[src/cqdp_pkg.sv]
// ============================================================================
// cqdp_pkg - shared types and constants of the codebook dot product block
// Payload structs, request codes, register indices and the command and
// status groups between controller and datapath.
// ============================================================================
package cqdp_pkg;

    localparam int CFG_IDX_W  = 2;
    localparam int CFG_DATA_W = 4;

    localparam logic [1:0] FUNC_CODEBOOK = 2'd0;
    localparam logic [1:0] FUNC_QUERY    = 2'd1;
    localparam logic [1:0] FUNC_KEY      = 2'd2;

    localparam logic [CFG_IDX_W-1:0] REG_CODE_BITS = 2'd0;
    localparam logic [CFG_IDX_W-1:0] REG_DIM_LOG2  = 2'd1;

    localparam logic [2:0] CODE_BITS_2     = 3'd2;
    localparam logic [2:0] CODE_BITS_3     = 3'd3;
    localparam logic [2:0] CODE_BITS_RESET = 3'd4;
    localparam logic [3:0] DIM_LOG2_RESET  = 4'd8;
    localparam logic [3:0] DIM_LOG2_MIN    = 4'd3;
    localparam logic [5:0] SHIFT_BASE      = 6'd20;

    localparam logic signed [31:0] LOGIT_MAX = 32'sh7FFF_FFFF;
    localparam logic signed [31:0] LOGIT_MIN = 32'sh8000_0000;

    typedef struct packed {
        logic [1:0]         func;
        logic [7:0]         index;
        logic signed [15:0] value;
        logic [7:0]         key_byte;
        logic [15:0]        scale;
        logic               new_batch;
    } t_in;

    typedef struct packed {
        logic signed [31:0] logit;
        logic [15:0]        key_index;
    } t_out;

    typedef struct packed {
        logic       load_cb;
        logic       load_q;
        logic       load_key;
        logic       issue;
        logic [1:0] step;
        logic       byte_end;
        logic       mul;
        logic       out_load;
    } t_cmd;

    typedef struct packed {
        logic [1:0] last_step;
        logic       key_done;
    } t_sts;

endpackage

[src/cqdp_ctrl.sv]
// ============================================================================
// cqdp_ctrl - request sequencer of the codebook dot product block
// Takes requests, steps through the indices of a key byte, waits for the
// accumulate pipe to drain and runs the final scale on a completed key.
// ============================================================================
module cqdp_ctrl import cqdp_pkg::*; (
    input  logic       i_clk,
    input  logic       i_rst_n,
    input  logic       i_in_valid,
    input  logic [1:0] i_func,
    output logic       o_in_ready,
    input  logic       i_out_ready,
    output logic       o_out_valid,
    output t_cmd       o_cmd,
    input  t_sts       i_sts
);

    typedef enum logic [4:0] {
        S_IDLE  = 5'b00001,
        S_ISSUE = 5'b00010,
        S_DRAIN = 5'b00100,
        S_MUL   = 5'b01000,
        S_FIN   = 5'b10000
    } t_state;

    t_state     r_state;
    t_state     n_state;
    logic [1:0] r_step;
    logic [1:0] n_step;
    logic       r_drain;
    logic       n_drain;
    logic       r_out_valid;
    logic       n_out_valid;
    logic       w_accept;

    assign o_in_ready  = (r_state == S_IDLE);
    assign o_out_valid = r_out_valid;
    assign w_accept    = i_in_valid && o_in_ready;

    always_comb begin
        n_state     = r_state;
        n_step      = r_step;
        n_drain     = r_drain;
        o_cmd       = '0;
        o_cmd.step  = r_step;
        case (r_state)
            S_IDLE: begin
                if (w_accept) begin
                    case (i_func)
                        FUNC_CODEBOOK: o_cmd.load_cb = 1'b1;
                        FUNC_QUERY:    o_cmd.load_q  = 1'b1;
                        FUNC_KEY: begin
                            o_cmd.load_key = 1'b1;
                            n_step         = 2'd0;
                            n_state        = S_ISSUE;
                        end
                        default: ;
                    endcase
                end
            end
            S_ISSUE: begin
                o_cmd.issue = 1'b1;
                if (r_step == i_sts.last_step) begin
                    o_cmd.byte_end = 1'b1;
                    n_drain        = 1'b0;
                    n_state        = S_DRAIN;
                end else begin
                    n_step = r_step + 2'd1;
                end
            end
            S_DRAIN: begin
                if (r_drain) begin
                    n_state = i_sts.key_done ? S_MUL : S_IDLE;
                end else begin
                    n_drain = 1'b1;
                end
            end
            S_MUL: begin
                o_cmd.mul = 1'b1;
                n_state   = S_FIN;
            end
            S_FIN: begin
                if (!r_out_valid || i_out_ready) begin
                    o_cmd.out_load = 1'b1;
                    n_state        = S_IDLE;
                end
            end
            default: n_state = S_IDLE;
        endcase
    end

    always_comb begin
        if (o_cmd.out_load) begin
            n_out_valid = 1'b1;
        end else if (r_out_valid && i_out_ready) begin
            n_out_valid = 1'b0;
        end else begin
            n_out_valid = r_out_valid;
        end
    end

    always_ff @(posedge i_clk) begin
        if (!i_rst_n) begin
            r_state     <= S_IDLE;
            r_step      <= 2'd0;
            r_drain     <= 1'b0;
            r_out_valid <= 1'b0;
        end else begin
            r_state     <= n_state;
            r_step      <= n_step;
            r_drain     <= n_drain;
            r_out_valid <= n_out_valid;
        end
    end

endmodule

[config.mk]
export PLATFORM = sky130hd
export DESIGN_NAME = cqdp_ctrl
export DESIGN_NICKNAME = d
export VERILOG_FILES = /design/src/cqdp_pkg.sv /design/src/cqdp_ctrl.sv
export SDC_FILE = /design/constraint.sdc
export NUM_CORES = 1
export LEC_CHECK = 0
export BUFFER_PORTS_ARGS = -buffer_cell sky130_fd_sc_hd__buf_2
export CAP_MARGIN = 20
export CORE_AREA = 2 2 39 41
export DETAILED_ROUTE_END_ITERATION = 8
export DIE_AREA = 0 0 41 43
export PLACE_DENSITY = 0.67
export SETUP_SLACK_MARGIN = 0.3
export SLEW_MARGIN = 15
export SYNTH_ARGS = -nofsm -noshare
export SYNTH_HDL_FRONTEND = slang
export SYNTH_SLANG_ARGS = --single-unit
[constraint.sdc]
create_clock -name i_clk -period 1.56 [get_ports i_clk]
set_input_delay 0.234 -clock i_clk [delete_from_list [all_inputs] [get_ports i_clk]]
set_output_delay 0.234 -clock i_clk [all_outputs]
set_load 0.1 [all_outputs]
==> impl_metrics.tcl <==
set metrics [dict create \
    crit_path_top_delay_cell "or3_4" \
    synth_top_family_by_area "simple AND/OR/NAND/NOR gates" \
    worst-path-max-fanout 2 \
    clockBufferDepth 2 \
    clock_latency_ns 0.26 \
    power_density_nw_per_um2 570 \
    synthCells 65 \
    area_growth_pct 135 \
    cts_root_buf "clkbuf_4" \
    synth_xor_area_share_pct 3.37 \
    tightest_slew_ns 0.491 \
    stdcell_count 131 \
    finalPower_w 0.000697 \
    slew_headroom_pct 67.5 \
    cp-end-kind "output port" \
    p_leak_nw 0.525 \
    vias 717 \
    grt.met3_usage_pct 2.09 \
    vdd_ir_drop_max_mv 0.449 \
    violations "negative setup slack" \
    die_w_um 41 \
    fin_nets 125 \
    syn-cell-area_um2 520 \
    holdBufCountCts 0 \
    initialDrtViolationCount 4 \
    fin_skew_ns 0.00354 \
    cts_sinks 9 \
    grt_pass1_vias 707 \
    fmax_ghz 0.496 \
    drive_above_1_share_pct 74.8 \
    synth-seq-cells 9 \
    hold_class "in2reg" \
    antenna_found_initial 0 \
    worstSetupPathType "reg2out" \
    rsz0062_at_grt "yes" \
    synth_edf_count 0 \
    synthAdderAreaFrac_pct 0 \
    syn-num-nets 74 \
    critical-path-max-stage-delay_ns 0.38 \
    grt_util_all_layers_pct 27.6 \
    rows 14 \
    drc 0 \
    die-area_um2 1760 \
    postRouteWirelength_um 2490 \
    met1_usage_pct 32.5 \
    cp_cell_sequence "or3_4, or3_4, clkinvlp_4, nand3_4, clkinvlp_4, buf_12" \
    hold_violations 0 \
    async_reset_ff_share_pct 0 \
    seq_area_frac_synth_pct 34.6 \
    setup_viol 15 \
    grt_max_degree 8 \
    synth_compound_area_share_pct 16.1 \
    layout_setup_ws_ns -0.455 \
    h-tree-depth 1 \
    grt_pass1_wl_um 3230 \
    dpl.hpwl_um 1210 \
    antennaDiodeCount 0 \
    port_buffers 19 \
    crit_path_start_kind "register" \
    synth_simple_gate_area_share_pct 38.0 \
    avgSynthCellArea_um2 8.01 \
    finalCriticalPeriod_ns 2.01 \
    max_cap_viol_count 0 \
    die_y_um 43 \
    cts_tree "yes" \
    critical_path_arrival_ns 1.78 \
    core_um2 1380 \
    met2_usage_pct 48.4 \
    ys_warn_count 0 \
    gp_congestion 0.806 \
    synthMuxAreaShare_pct 0 \
    start_util_pct 37.6 \
    report.final.slew_viol_count 0 \
    period_share_pct 129 \
    synthDistinctLibCells 27 \
    numCtsBuffers 3 \
    drt_pass1_iterations 4 \
    numPlacedInstances 110 \
    post_drt_wl_per_cell_um 19.0 \
    viasPerCell 5.47 \
    busiest_layer "met2" \
    io_pins 20 \
    clk_pin_slew_ns 0.07 \
    status "finished, violations left" \
    required_ns 1.33 \
    postRouteAntennaNets 0 \
    grt_overflow 0 \
    ys.flop_type "dfxtp_1" \
]
-- Yosys cell counts (2+ instances only) --
| library cell | instances | area, µm² |
|---|---|---|
| nand2_1 | 3 | 11.3 |
| inv_1 | 7 | 26.3 |
| dfxtp_1 | 9 | 180 |
| nor2b_1 | 2 | 12.5 |
| nor2_1 | 6 | 22.5 |
| nand3_1 | 7 | 35.0 |
| or3_1 | 3 | 18.8 |
| nor3_1 | 3 | 15.0 |
| xnor2_1 | 2 | 17.5 |
| o21ai_0 | 2 | 10.0 |
| buf_4 | 2 | 15.0 |
| nand4_1 | 2 | 12.5 |
| a21oi_1 | 3 | 15.0 |
-- through the flow --
step	setup WS, ns	hold slack, ns	cell area, µm²	utilization (%)	TNS (ns)
5_1_grt	-0.491	0.225	1220	88.4	-4.76
2_1_floorplan	-0.590	0.351	612	-	-2.15
3_3_place_gp	-0.139	0.466	915	66.1	-0.291
4_1_cts	-0.444	0.201	1080	77.9	-2.38
3_5_place_dp	-0.170	0.474	915	66.1	-0.413
6_report	-0.455	0.209	1220	88.4	-4.04
-- per-layer routing --
metal | share of wire, % | vias up
met5 | 0 | -
met2 | 54 | 20
met1 | 40 | 352
li1 | - | 337
met3 | 3.3 | 8
met4 | 2.4 | 0
-- report_power, final --
group | internal (W) | switching [W]
clock network | 0.0000987 | 0.0000934
logic | 0.000125 | 0.000145
registers | 0.000230 | 0.00000613
-- worst max-delay path, delay by kind of cell, from the launching register on --
family	cells	cell delay [ns]
simple gates	3	0.83
flops	1	0.32
buf+inv	3	0.37
-- registers in the layout, summed over array words and instances (netlist names) --
signal       cells
o_out_valid      1
r_drain          1
r_step           2
r_state          5
-- area by class of cell --
cell class                 instances  area, µm²
multi-input combinational         47        452
timing repair buffer              48        487
fill                              70        160
sequential                         9        198
tap                               16       20.0
clock buffer                       4       26.3
inverter                           7       41.3
-- path summary, 6_finish.rpt --
kind                                 from                      end  slack (ns)  depth (start not counted)
setup reg to reg  r_state[3]$_SDFFE_PN0P_  r_state[1]$_SDFFE_PN0P_       -0.42                          6
setup / recovery  r_state[3]$_SDFFE_PN0P_                 o_cmd[2]       -0.45                          6
hold / removal                    i_rst_n   r_step[0]$_SDFFE_PN0P_        0.21                          2
hold reg to reg      r_drain$_SDFFE_PN0P_     r_drain$_SDFFE_PN0P_        0.51                          2
-- cell usage in the layout (no fill, tap or decap), drive strengths merged --
cell | synthesis | layout
buf | 2 | 48
dfxtp | 9 | 9
nand3 | 7 | 7
nor2 | 6 | 6
clkinvlp | 0 | 4
clkbuf | 0 | 4
inv | 7 | 3
nand2 | 3 | 3
or3 | 3 | 3
a21oi | 3 | 3
nor3 | 3 | 3
xnor2 | 2 | 2
nand4 | 2 | 2
nor2b | 2 | 2
and3b | 2 | 2
and3 | 2 | 2
o21ai | 2 | 2
nor4 | 1 | 1
and2b | 1 | 1
and4b | 1 | 1
nor4b | 1 | 1
a2111o | 1 | 1
a41o | 1 | 1
o2111ai | 1 | 1
a31oi | 1 | 1
o21a | 1 | 1
a221oi | 1 | 1
-- cell families (layout without fill, tap and decap cells) --
kind of cell	Yosys count	after routing
simple gates	34	34
compound gates	11	11
flops	9	9
buf+inv	9	59
xor+xnor	2	2
-- what timing repair did --
item / 4_1_cts / 5_1_grt
buffers inserted: 7 / 10
cloned: 0 / 0
pin swaps: 8 / 10
resized for setup: 22 / 17
setup endpoints to repair: 18 / 16
No activity file was read; power rests on OpenSTA's default activity.
